File: config.mk
export PLATFORM = sky130hd
export DESIGN_NAME = jpeg_frame_delimiter_flat
export DESIGN_NICKNAME = d
export VERILOG_FILES = /design/src/jfd_pkg.sv /design/src/jfd_in_if.sv /design/src/jfd_out_if.sv /design/src/jpeg_frame_delimiter.sv /design/src/jfd_front.sv /design/src/jfd_fifo.sv /design/src/jfd_back.sv /design/src/flat_wrapper.sv
export VERILOG_INCLUDE_DIRS = /design/src /design/src/src
export SDC_FILE = /design/constraint.sdc
export NUM_CORES = 1
export LEC_CHECK = 0
export BUFFER_PORTS_ARGS = -buffer_cell sky130_fd_sc_hd__buf_2
export CAP_MARGIN = 20
export CELL_PAD_IN_SITES_DETAIL_PLACEMENT = 0
export CELL_PAD_IN_SITES_GLOBAL_PLACEMENT = 1
export CORE_MARGIN = 1
export CORE_UTILIZATION = 45
export DETAILED_ROUTE_END_ITERATION = 12
export GPL_TIMING_DRIVEN = 0
export MAX_ROUTING_LAYER = met4
export PLACE_DENSITY_LB_ADDON = 0.1
export SKIP_CTS_REPAIR_TIMING = 1
export SLEW_MARGIN = 20
export SYNTH_ARGS = -nofsm -noshare
export SYNTH_HDL_FRONTEND = slang
export SYNTH_HIERARCHICAL = 1
export SYNTH_SLANG_ARGS = --single-unit
File: constraint.sdc
create_clock -name clk -period 2.6 [get_ports clk]
set_input_delay 0.52 -clock clk [delete_from_list [all_inputs] [get_ports clk]]
set_output_delay 0.52 -clock clk [all_outputs]
set_load 0.005 [all_outputs]
File: src/jpeg_frame_delimiter_defines.svh
// Assertion macros shared by the frame delimiter RTL.
`ifndef JPEG_FRAME_DELIMITER_DEFINES_SVH
`define JPEG_FRAME_DELIMITER_DEFINES_SVH

`ifndef SYNTHESIS

// Check that cons holds in the same cycle as ante.
`define JFD_ASSERT_NOW(label, clk, rst_n, ante, cons) \
	label: assert property (@(posedge clk) disable iff (!rst_n) (ante) |-> (cons)) \
		else $error("jpeg_frame_delimiter: assertion failed");

// Check that cons holds in the cycle after ante.
`define JFD_ASSERT_NXT(label, clk, rst_n, ante, cons) \
	label: assert property (@(posedge clk) disable iff (!rst_n) (ante) |=> (cons)) \
		else $error("jpeg_frame_delimiter: assertion failed");

`else

`define JFD_ASSERT_NOW(label, clk, rst_n, ante, cons)
`define JFD_ASSERT_NXT(label, clk, rst_n, ante, cons)

`endif

`endif

File: src/jfd_pkg.sv
// Constants and types shared by the frame delimiter modules.
package jfd_pkg;

	// Marker bytes of the JPEG stream.
	localparam logic [7:0] BYTE_FF  = 8'hFF;
	localparam logic [7:0] BYTE_SOI = 8'hD8;
	localparam logic [7:0] BYTE_EOI = 8'hD9;

	// Frame size limit in bytes, SOI included.
	localparam int MAX_FRAME_BYTES = 1024 * 1024;
	localparam int CNT_W = $clog2(MAX_FRAME_BYTES + 1);

	// Queue between the classifier and the output stage.
	localparam int FIFO_DEPTH = 4;
	localparam int PTR_W = $clog2(FIFO_DEPTH);
	localparam int FILL_W = $clog2(FIFO_DEPTH + 1);

	// One classified request. A start entry expands to 0xFF then 0xD8.
	typedef struct packed {
		logic [7:0] data;
		logic       soi;
		logic       eoi;
		logic       abort;
	} jfd_entry_t;

	// Head of the queue as seen by the output stage.
	typedef struct packed {
		logic       valid;
		jfd_entry_t entry;
	} jfd_head_t;

endpackage

File: src/jfd_in_if.sv
// Input byte channel: valid, ready and one raw stream byte.
interface jfd_in_if;
	logic       valid;
	logic       ready;
	logic [7:0] stream_byte;

	modport source (output valid, output stream_byte, input ready);
	modport sink (input valid, input stream_byte, output ready);
endinterface

File: src/jfd_out_if.sv
// Output byte channel: valid, ready, a frame byte and its marks.
interface jfd_out_if;
	logic       valid;
	logic       ready;
	logic [7:0] data_byte;
	logic       frame_start;
	logic       frame_end;
	logic       frame_abort;

	modport source (output valid, output data_byte, output frame_start,
		output frame_end, output frame_abort, input ready);
	modport sink (input valid, input data_byte, input frame_start,
		input frame_end, input frame_abort, output ready);
endinterface

File: src/jpeg_frame_delimiter.sv
// Top level of the MJPEG SOI/EOI frame delimiter.
//
//   Channel   Direction  Payload
//   stream    in         stream_byte
//   frames    out        data_byte, frame_start, frame_end, frame_abort
//
// One input byte is taken per cycle while the four-entry queue has room.
// A frame byte passes through the queue into the output register; a frame
// start leaves the output register as two bytes (0xFF, then 0xD8).
// Since each start consumes two input bytes, the queue drains at full rate.
// Reset returns to hunting with an empty queue and an empty output register.
// A stall on the output fills the queue, and then the input stalls.
`include "jpeg_frame_delimiter_defines.svh"

module jpeg_frame_delimiter (
	input  logic      clk,
	input  logic      arst_n,
	jfd_in_if.sink    stream,
	jfd_out_if.source frames
);
	import jfd_pkg::*;

	logic       push;
	jfd_entry_t push_entry;
	logic       fifo_full;
	logic       pop;
	jfd_head_t  head;

	// Classifier.
	jfd_front u_front (
		.clk        (clk),
		.arst_n     (arst_n),
		.stream     (stream),
		.fifo_full  (fifo_full),
		.push       (push),
		.push_entry (push_entry)
	);

	// Queue between the two sides.
	jfd_fifo u_fifo (
		.clk        (clk),
		.arst_n     (arst_n),
		.push       (push),
		.push_entry (push_entry),
		.pop        (pop),
		.full       (fifo_full),
		.head       (head)
	);

	// Output stage.
	jfd_back u_back (
		.clk    (clk),
		.arst_n (arst_n),
		.head   (head),
		.pop    (pop),
		.frames (frames)
	);

	// The classifier never queues an entry while the queue is full.
	`JFD_ASSERT_NOW(a_no_push_full, clk, arst_n, push, !fifo_full)

	// A frame start byte is 0xFF and carries no other mark.
	`JFD_ASSERT_NOW(a_start_byte, clk, arst_n, frames.valid && frames.frame_start,
		frames.data_byte == BYTE_FF && !frames.frame_end && !frames.frame_abort)

	// While the start byte waits, its entry stays at the head for the 0xD8.
	`JFD_ASSERT_NOW(a_start_held, clk, arst_n, frames.valid && frames.frame_start,
		head.valid && head.entry.soi)

endmodule

File: src/jfd_front.sv
// Classifier: tracks hunting and frame state and queues the bytes to emit.
module jfd_front (
	input  logic                clk,
	input  logic                arst_n,
	jfd_in_if.sink              stream,
	input  logic                fifo_full,
	output logic                push,
	output jfd_pkg::jfd_entry_t push_entry
);
	import jfd_pkg::*;

	typedef enum logic [1:0] {
		PH_HUNT    = 2'd0,
		PH_HUNT_FF = 2'd1,
		PH_FRAME   = 2'd2
	} phase_t;

	phase_t           phase_q;
	logic [CNT_W-1:0] count_q;
	logic             last_ff_q;

	logic             accept;
	logic [7:0]       b;
	logic [CNT_W-1:0] count_inc;
	logic             ends;
	logic             hits;

	// A request is taken whenever the queue has room.
	assign stream.ready = !fifo_full;
	assign accept       = stream.valid && stream.ready;
	assign b            = stream.stream_byte;
	assign count_inc    = count_q + CNT_W'(1);
	assign ends         = last_ff_q && (b == BYTE_EOI);
	assign hits         = count_inc >= CNT_W'(MAX_FRAME_BYTES);

	// Decide what the accepted byte puts into the queue.
	always_comb begin
		push             = 1'b0;
		push_entry.data  = b;
		push_entry.soi   = 1'b0;
		push_entry.eoi   = 1'b0;
		push_entry.abort = 1'b0;
		unique case (phase_q)
			PH_HUNT_FF: begin
				push           = accept && (b == BYTE_SOI);
				push_entry.soi = 1'b1;
			end
			PH_FRAME: begin
				push             = accept;
				push_entry.eoi   = ends;
				push_entry.abort = !ends && hits;
			end
			default: begin
				push = 1'b0;
			end
		endcase
	end

	// Phase, byte count and the pending 0xFF flag.
	always_ff @(posedge clk or negedge arst_n) begin
		if (!arst_n) begin
			phase_q   <= PH_HUNT;
			count_q   <= '0;
			last_ff_q <= 1'b0;
		end else if (accept) begin
			unique case (phase_q)
				PH_HUNT_FF: begin
					if (b == BYTE_SOI) begin
						phase_q   <= PH_FRAME;
						count_q   <= CNT_W'(2);
						last_ff_q <= 1'b0;
					end else begin
						phase_q <= PH_HUNT;
					end
				end
				PH_FRAME: begin
					if (ends || hits) begin
						phase_q   <= PH_HUNT;
						count_q   <= '0;
						last_ff_q <= 1'b0;
					end else begin
						count_q   <= count_inc;
						last_ff_q <= (b == BYTE_FF);
					end
				end
				default: begin
					phase_q <= (b == BYTE_FF) ? PH_HUNT_FF : PH_HUNT;
				end
			endcase
		end
	end
endmodule

File: src/jfd_fifo.sv
// Short queue of classified entries between the classifier and output stage.
module jfd_fifo (
	input  logic                clk,
	input  logic                arst_n,
	input  logic                push,
	input  jfd_pkg::jfd_entry_t push_entry,
	input  logic                pop,
	output logic                full,
	output jfd_pkg::jfd_head_t  head
);
	import jfd_pkg::*;

	jfd_entry_t        mem_q [FIFO_DEPTH];
	logic [PTR_W-1:0]  wr_ptr_q;
	logic [PTR_W-1:0]  rd_ptr_q;
	logic [FILL_W-1:0] fill_q;
	logic              do_push;
	logic              do_pop;

	assign full       = fill_q == FILL_W'(FIFO_DEPTH);
	assign head.valid = fill_q != '0;
	assign head.entry = mem_q[rd_ptr_q];
	assign do_push    = push && !full;
	assign do_pop     = pop && head.valid;

	// Entry storage.
	always_ff @(posedge clk) begin
		if (do_push) begin
			mem_q[wr_ptr_q] <= push_entry;
		end
	end

	// Pointers and fill level.
	always_ff @(posedge clk or negedge arst_n) begin
		if (!arst_n) begin
			wr_ptr_q <= '0;
			rd_ptr_q <= '0;
			fill_q   <= '0;
		end else begin
			if (do_push) begin
				wr_ptr_q <= (wr_ptr_q == PTR_W'(FIFO_DEPTH - 1)) ? '0 : wr_ptr_q + PTR_W'(1);
			end
			if (do_pop) begin
				rd_ptr_q <= (rd_ptr_q == PTR_W'(FIFO_DEPTH - 1)) ? '0 : rd_ptr_q + PTR_W'(1);
			end
			if (do_push && !do_pop) begin
				fill_q <= fill_q + FILL_W'(1);
			end else if (do_pop && !do_push) begin
				fill_q <= fill_q - FILL_W'(1);
			end
		end
	end
endmodule

File: src/jfd_back.sv
// Output stage: expands queued entries into output bytes in a register.
module jfd_back (
	input  logic               clk,
	input  logic               arst_n,
	input  jfd_pkg::jfd_head_t head,
	output logic               pop,
	jfd_out_if.source          frames
);
	import jfd_pkg::*;

	logic       valid_q;
	logic [7:0] data_q;
	logic       start_q;
	logic       end_q;
	logic       abort_q;
	logic       half_q;
	logic       load;
	logic       first_half;

	assign frames.valid       = valid_q;
	assign frames.data_byte   = data_q;
	assign frames.frame_start = start_q;
	assign frames.frame_end   = end_q;
	assign frames.frame_abort = abort_q;

	// The register takes a new byte when empty or when its byte is taken.
	assign load       = !valid_q || frames.ready;
	assign first_half = head.entry.soi && !half_q;
	assign pop        = load && head.valid && !first_half;

	// Control of the output register and the start expansion.
	always_ff @(posedge clk or negedge arst_n) begin
		if (!arst_n) begin
			valid_q <= 1'b0;
			half_q  <= 1'b0;
		end else if (load) begin
			valid_q <= head.valid;
			if (head.valid) begin
				half_q <= first_half;
			end
		end
	end

	// Output payload; a start entry gives 0xFF marked first, then its 0xD8.
	always_ff @(posedge clk) begin
		if (load && head.valid) begin
			data_q  <= first_half ? BYTE_FF : head.entry.data;
			start_q <= first_half;
			end_q   <= head.entry.eoi;
			abort_q <= head.entry.abort;
		end
	end
endmodule
File: src/flat_wrapper.sv
// flat-port wrapper written by rule: the top's interface ports become plain ports
module jpeg_frame_delimiter_flat import jfd_pkg::*;
  (clk, arst_n, stream_valid, stream_stream_byte, stream_ready, frames_valid, frames_data_byte, frames_frame_start, frames_frame_end, frames_frame_abort, frames_ready);
  jfd_in_if stream_i ();
  jfd_out_if frames_i ();
  input  logic clk;
  input  logic arst_n;
  input wire logic [$bits(stream_i.valid)-1:0] stream_valid;
  input wire logic [$bits(stream_i.stream_byte)-1:0] stream_stream_byte;
  output wire logic [$bits(stream_i.ready)-1:0] stream_ready;
  output wire logic [$bits(frames_i.valid)-1:0] frames_valid;
  output wire logic [$bits(frames_i.data_byte)-1:0] frames_data_byte;
  output wire logic [$bits(frames_i.frame_start)-1:0] frames_frame_start;
  output wire logic [$bits(frames_i.frame_end)-1:0] frames_frame_end;
  output wire logic [$bits(frames_i.frame_abort)-1:0] frames_frame_abort;
  input wire logic [$bits(frames_i.ready)-1:0] frames_ready;
  assign stream_i.valid = stream_valid;
  assign stream_i.stream_byte = stream_stream_byte;
  assign stream_ready = stream_i.ready;
  assign frames_valid = frames_i.valid;
  assign frames_data_byte = frames_i.data_byte;
  assign frames_frame_start = frames_i.frame_start;
  assign frames_frame_end = frames_i.frame_end;
  assign frames_frame_abort = frames_i.frame_abort;
  assign frames_i.ready = frames_ready;
  jpeg_frame_delimiter u_core (.clk(clk), .arst_n(arst_n), .stream(stream_i), .frames(frames_i));
endmodule
==> metrics.md, run 1 <==
| Metric | Value |
|---|---|
| Clock Path Buffers | `2` |
| WL/cell | `between 15 and 20 µm` |
| Startpoint Class | `register` |
| Avg Cell Area, Syn | `roughly 14 µm²` |
| Post-Synthesis Cells | `304` |
| Post-route cell area | `between 0.004 and 0.005 mm²` |
| CTS buffer count | `9` |
| Leakage dissipation | `0.00179 µW` |
| Syn_nets | `approximately 330` |
| Register area share after synthesis | `0.592` |
| Status | `finished clean` |
| Final Skew | `0.0150 ns` |
| Post-synth top area share | `0.395` |
| Core ar. | `between 0.008 and 0.009 mm²` |
| Final Net Count | `367` |
| Routed wire length | `7.66 mm` |
| Unrepaired setup endpoints after global routing | `no` |
| Post-Place Cell Area | `0.00444 mm²` |
| Register area | `between 0.002 and 0.0025 mm²` |
| Synthesis-stage register bit count | `a little under 90` |
| Worst-path clk slew | `roughly 0.09 ns` |
| Crit-path max cell delay | `0.53 ns` |
| Synth warn | `6` |
| Worst path bufs/invs | `3` |
| Worst Path Arrival | `2.73 ns` |
| Distinct cell type count after synthesis | `57` |
| Pwr/cell area | `roughly 520 mW/mm²` |
| Async S/R FF share, synth | `0.375` |
| Fraction of layout instances using a drive strength above 1 | `0.306` |
| Path depth of the worst reg2reg path | `10` |
| Final hold violations | `0` |
| Synth Cell Area | `0.00418 mm²` |
| Multi-input logic area | `~0.0016 mm²` |
| Crit-path max FO | `6` |
| DRT Pass-1 Iters | `8` |
| Largest net degree at the start of global routing | `34` |
| Die span in x | `98.4 µm` |
| CP top delay family | `multiplexers` |
| Slew headroom | `0.473` |
| Critical Path End Type | `register` |
| Period minus WS final | `2.48 ns` |
| Max cap viols | `0` |
| Die area | `0.00968 mm²` |
| Worst R2R End | `u_core/u_fifo/fill_q[1]` |
| Routability cong. | `0.737` |
| # rows | `34` |
| Worst-path cell with the longest stage delay | `mux4_2` |
| CP Cell Sequence | `buf_12 -> mux4_2 -> nand2b_4 -> inv_2 -> nor2_2 -> nand2_4 -> ha_1 -> inv_1 -> fa_1 -> mux2_2` |
| Antenna Cells | `0` |
| Detail Placement HPWL | `5.25 mm` |
| Area contributors post-synth | `edfxtp_1 39%, dfrtp_1 20%, mux4_1 3.8%, ha_1 2.7%, mux4_2 2.7%` |
| I/O Buffers | `24` |
| Final Max Slew Viols | `0` |
| Crit Path Category | `register to register` |
| Area Growth Syn to Fin | `13.4%` |
| Required @ worst endpoint | `2.84 ns` |
| Overall routing resource usage | `0.180` |
| Vias/cell | `approximately 5.4` |
| CTS tree | `yes` |
| Yosys top cell by area | `edfxtp_1` |
| Clock root buffer | `clkbuf_8` |
| Total gr overflow | `0` |
| R2R setup slack | `0.12 ns` |
| VDD IR max | `0.000242 V` |
| Most common cell in the netlist | `edfxtp_1` |
| HP Class | `input pin to asynchronous set/reset pin` |
| Pin slew with the least headroom to its limit | `0.790 ns` |
| Critical path depth | `10` |
| Global-route wire length before repair | `around 13 mm` |
| Setup TNS Final | `0 ns` |
| Count of final setup violators | `0` |
| DRC viols | `0` |
| Worst r2r src | `u_core/u_fifo/rd_ptr_q[0]` |
| DRT iter0 DRCs | `136` |
| Die height | `~98 µm` |
| Vias in the first global route | `2474` |
| Main flop type after synthesis | `edfxtp_1` |
| Max Freq | `around 0.40 GHz` |
| Num Clock Sinks | `88` |
| Via count | `approximately 2500` |
| Initial antenna violation count | `0` |
| Fin crit share | `0.956` |
| Post-synth EDFFs | `55` |
| H-Tree Depth | `3` |
| Leading cell types by count after synthesis | `55 x edfxtp_1, 33 x dfrtp_1, 27 x nand2_1` |
| Initial core utilization | `0.473` |
| Insertion delay to the later sink of the worst-skew pair | `between 0.3 and 0.4 ns` |
| Routed Antenna Nets | `0` |
| Filler cells | `757` |
| Io pins | `25` |
-- flip-flops by register name, indices dropped and copies added, names as in the netlist, 2 cells and up --
| signal | flops |
|---|---|
| u_core/u_fifo/mem_q | 44 |
| u_core/u_front/count_q | 21 |
| u_core/u_back/frames.data_byte | 8 |
| u_core/u_fifo/fill_q | 3 |
| u_core/u_fifo/rd_ptr_q | 2 |
| u_core/u_fifo/wr_ptr_q | 2 |
| u_core/u_front/phase_q | 2 |
-- per-stage QoR --
step / worst slack, ns / util / power [µW] / hold slack (ns) / std cells
floorplan: 0.0519 / - / 1530 / 0.224 / 304
global placement: -0.572 / 0.501 / 1550 / 0.486 / 436
detailed placement: -0.550 / 0.501 / 1560 / 0.491 / 436
CTS: -0.247 / 0.524 / 2520 / 0.259 / 452
global route: 0.00478 / 0.536 / 2580 / 0.291 / 458
finish: 0.115 / 0.536 / 2470 / 0.247 / 458
-- logic make-up (layout without fill, tap and decap cells) --
family | after synthesis | in the layout | synth area share
flops | 88 | 88 | 0.592
mux | 20 | 20 | 0.0949
buf+inv | 33 | 79 | 0.0443
xor+xnor | 3 | 3 | 0.00628
compound gates | 34 | 34 | 0.0598
simple gates | 116 | 116 | 0.171
fa+ha+maj | 10 | 10 | 0.0317
-- layout by cell type, fill, tap and decap left out, types with 4 or more instances in the layout --
cell type / n
or3_1: 8
clkbuf_8: 9
nor2_1: 8
nand4_1: 7
buf_2: 24
nand2_1: 27
nand3_1: 17
buf_4: 14
mux2_4: 7
mux4_2: 5
o41ai_1: 4
o21ai_0: 9
and2_2: 6
ha_1: 8
mux4_1: 6
a21oi_1: 4
or2b_1: 9
dfrtp_1: 32
edfxtp_1: 55
inv_1: 15
or2_2: 4
-- area by class of cell --
cell class | instances | share of cell area
sequential | 88 | 0.523
timing repair buffer | 30 | 0.0348
inverter | 17 | 0.0135
clock inverter | 7 | 0.0161
clock buffer | 9 | 0.0261
multi-input combinational | 183 | 0.330
buffer | 16 | 0.0280
tap | 108 | 0.0285
-- routing by layer --
metal  track usage  routed length, µm  part of all wire
met1         0.219               3530              0.46
met2         0.304               3920              0.51
met3        0.0365                153             0.020
met4        0.0517                 59            0.0077
met5             -                  0                 0
-- worst max path at each step --
stage	endpoint	slack [ns]	from
3_5_place_dp	u_core/u_fifo/fill_q[2]	-0.55	stream_stream_byte[2]
4_1_cts	u_core/u_fifo/fill_q[1]	-0.25	u_core/u_fifo/rd_ptr_q[0]
5_1_grt	u_core/u_fifo/fill_q[1]	0.005	u_core/u_fifo/rd_ptr_q[1]
3_3_place_gp	u_core/u_fifo/fill_q[2]	-0.57	stream_stream_byte[2]
2_1_floorplan	u_core/u_fifo/fill_q[1]	0.05	u_core/u_fifo/rd_ptr_q[0]
6_report	u_core/u_fifo/fill_q[1]	0.12	u_core/u_fifo/rd_ptr_q[0]
-- report_power, final --
group | internal, µW | total [µW] | leakage, µW | switching [µW]
clock | 453 | 949 | 0.0000983 | 496
sequential | 1480 | 1480 | 0.000920 | 0.141
combinational | 16.8 | 45.5 | 0.000767 | 28.6
(Power assumes the default switching activity.)
==> inputs of run 2 (changes only) <==
--- a/config.mk
+++ b/config.mk
@@ -6,7 +6,7 @@
 export SDC_FILE = /design/constraint.sdc
 export NUM_CORES = 1
 export LEC_CHECK = 0
-export BUFFER_PORTS_ARGS = -buffer_cell sky130_fd_sc_hd__buf_2
+export BUFFER_PORTS_ARGS = -buffer_cell sky130_fd_sc_hd__buf_4
 export CAP_MARGIN = 20
 export CELL_PAD_IN_SITES_DETAIL_PLACEMENT = 0
 export CELL_PAD_IN_SITES_GLOBAL_PLACEMENT = 1
==> run 2 against run 1 <==
Non-clock buffer count shrank 1; routed wire length shrank 0.94%; worst setup slack lost 0.031 ns; largest cell class unchanged.
==> metrics.md, run 2 (synthesis results as in run 1) <==
| Metric | Value |
|---|---|
| Final Max Slew Viols | `0 (unchanged)` |
| Setup TNS Final | `0 ns (unchanged)` |
| Global-route wire length before repair | `12.5 mm (-1.6%)` |
| Post-Place Cell Area | `0.00450 mm² (+1.4%)` |
| CTS buffer count | `9 (unchanged)` |
| Num Clock Sinks | `88 (unchanged)` |
| Hold Slack | `0.0954 ns (-0.152 ns)` |
| Pin slew with the least headroom to its limit | `0.553 ns (-0.237 ns)` |
| Filler cells | `750 (-0.92%)` |
| Worst Path Arrival | `2.77 ns (+0.04 ns)` |
| Crit Path Category | `register to register` |
| Final Net Count | `366 (-0.27%)` |
| Post-layout util | `0.541 (+0.00537)` |
| Antenna Cells | `0 (unchanged)` |
| Largest net degree at the start of global routing | `34 (unchanged)` |
| Leakage dissipation | `0.00181 µW (+1.1%)` |
| Crit-path max FO | `5 (-1)` |
| Max cap viols | `0 (unchanged)` |
| Max FFs per register | `44 (unchanged)` |
| Top reg by flops | `u_core/u_fifo/mem_q` |
| VDD IR max | `0.000292 V (+21%)` |
| Critical Path End Type | `register` |
| Post-route cell area | `0.00479 mm² (+1.0%)` |
| Unrepaired setup endpoints after global routing | `yes` |
| Vias/cell | `5.41 (+0.91%)` |
| CTS tree | `yes` |
| Final hold violations | `0 (unchanged)` |
| Clock root buffer | `clkbuf_8` |
| Initial antenna violation count | `0 (unchanged)` |
| Final Skew | `0.0136 ns (-0.00139 ns)` |
| HP Class | `input pin to asynchronous set/reset pin` |
| Initial core utilization | `0.473 (unchanged)` |
| Required @ worst endpoint | `2.85 ns (about the same)` |
| Fraction of layout instances using a drive strength above 1 | `0.307 (+0.000876)` |
| Worst-path clk slew | `0.10 ns (about the same)` |
| Total gr overflow | `0 (unchanged)` |
| H-Tree Depth | `3 (unchanged)` |
| Routed Antenna Nets | `0 (unchanged)` |
| DRT iter0 DRCs | `109 (-20%)` |
| Area Growth Syn to Fin | `14.5%` |
| Status | `finished clean` |
| Register area | `0.00248 mm² (unchanged)` |
| Routed wire length | `7.58 mm (-0.94%)` |
| Vias in the first global route | `2458 (-0.65%)` |
| Slew headroom | `0.632 (+0.158)` |
| DRC viols | `0 (unchanged)` |
| Startpoint Class | `register` |
| Overall routing resource usage | `0.179 (-0.000570)` |
| Insertion delay to the later sink of the worst-skew pair | `0.36 ns (about the same)` |
| WL/cell | `16.6 µm (-0.72%)` |
| Core ar. | `0.00885 mm² (unchanged)` |
| Max Freq | `0.398 GHz (-1.2%)` |
| Via count | `2474 (+0.69%)` |
| Commonest non-fill, non-tap cell in the layout | `edfxtp_1` |
| Count of final setup violators | `0 (unchanged)` |
| # rows | `34 (unchanged)` |
| Routability cong. | `0.742 (+0.66%)` |
| Die height | `98.4 µm (unchanged)` |
| Most frequent cells in the layout | `55 x edfxtp_1, 38 x buf_4, 32 x dfrtp_1` |
| Io pins | `25 (unchanged)` |
| Pwr/cell area | `517 mW/mm² (-0.96%)` |
| I/O Buffers | `24 (unchanged)` |
| Die span in x | `98.4 µm (unchanged)` |
| Clock Path Buffers | `2 (unchanged)` |
| Detail Placement HPWL | `5.17 mm (-1.5%)` |
| DRT Pass-1 Iters | `6 (-2)` |
| Multi-input logic area | `0.00157 mm² (unchanged)` |
| Fin crit share | `0.968 (+0.0119)` |
| Period minus WS final | `2.52 ns (+0.0309 ns)` |
| Die area | `0.00968 mm² (unchanged)` |
[run 2: metrics by stage]
step,setup slack (ns),cells,power [µW]
floorplan,0.0519,304,1530
global placement,-0.533,436,1560
detailed placement,-0.523,436,1560
CTS,-0.267,452,2500
global route,-0.0106,457,2560
finish,0.0844,457,2480
[run 2: worst paths after layout]
| check | from | endpoint | slack [ns] | depth (start not counted) |
|---|---|---|---|---|
| setup / recovery | u_core/u_fifo/rd_ptr_q[0] | u_core/u_fifo/fill_q[1] | 0.08 | 10 |
| hold / removal | arst_n | u_core/u_fifo/wr_ptr_q[0] | 0.1 | 1 |
| setup reg to reg | u_core/u_fifo/rd_ptr_q[0] | u_core/u_fifo/fill_q[1] | 0.08 | 10 |
| hold reg to reg | u_core/u_fifo/fill_q[2] | u_core/u_fifo/fill_q[2] | 0.50 | 1 |
| max in group asynchronous | arst_n | u_core/u_fifo/rd_ptr_q[0] | 2.17 | 1 |
| min in group clk | stream_stream_byte[4] | u_core/u_fifo/mem_q[1][7] | 0.46 | 2 |
[run 2: per-layer routing]
metal | part of all wire | global-route usage | up-vias
li1 | - | - | 1214
met5 | 0 | - | -
met2 | 0.49 | 0.296 | 30
met4 | 0.016 | 0.0689 | 0
met3 | 0.020 | 0.0286 | 10
met1 | 0.47 | 0.222 | 1220
[run 2: where the power goes]
part           switching (µW)  total, µW  internal (µW)
clock                     543        945            401
combinational            28.9       50.6           21.7
sequential              0.137       1480           1480
total                     572       2480           1900
[run 2: area by class of cell]
cell class	count	share of cell area
multi-input combinational	183	0.327
clock buffer	10	0.0287
tap	108	0.0282
sequential	88	0.518
inverter	17	0.0133
timing repair buffer	29	0.0455
buffer	16	0.0277
clock inverter	6	0.0120
[run 2: worst max-delay path, cell delays in order, from the launching register on]
cell	delay (ns)
dfrtp_2	0.43
buf_12	0.12
mux4_2	0.53
nand2b_4	0.10
inv_2	0.05
nor2_2	0.14
nand2_4	0.09
ha_1	0.22
inv_1	0.07
fa_1	0.39
mux2_2	0.27
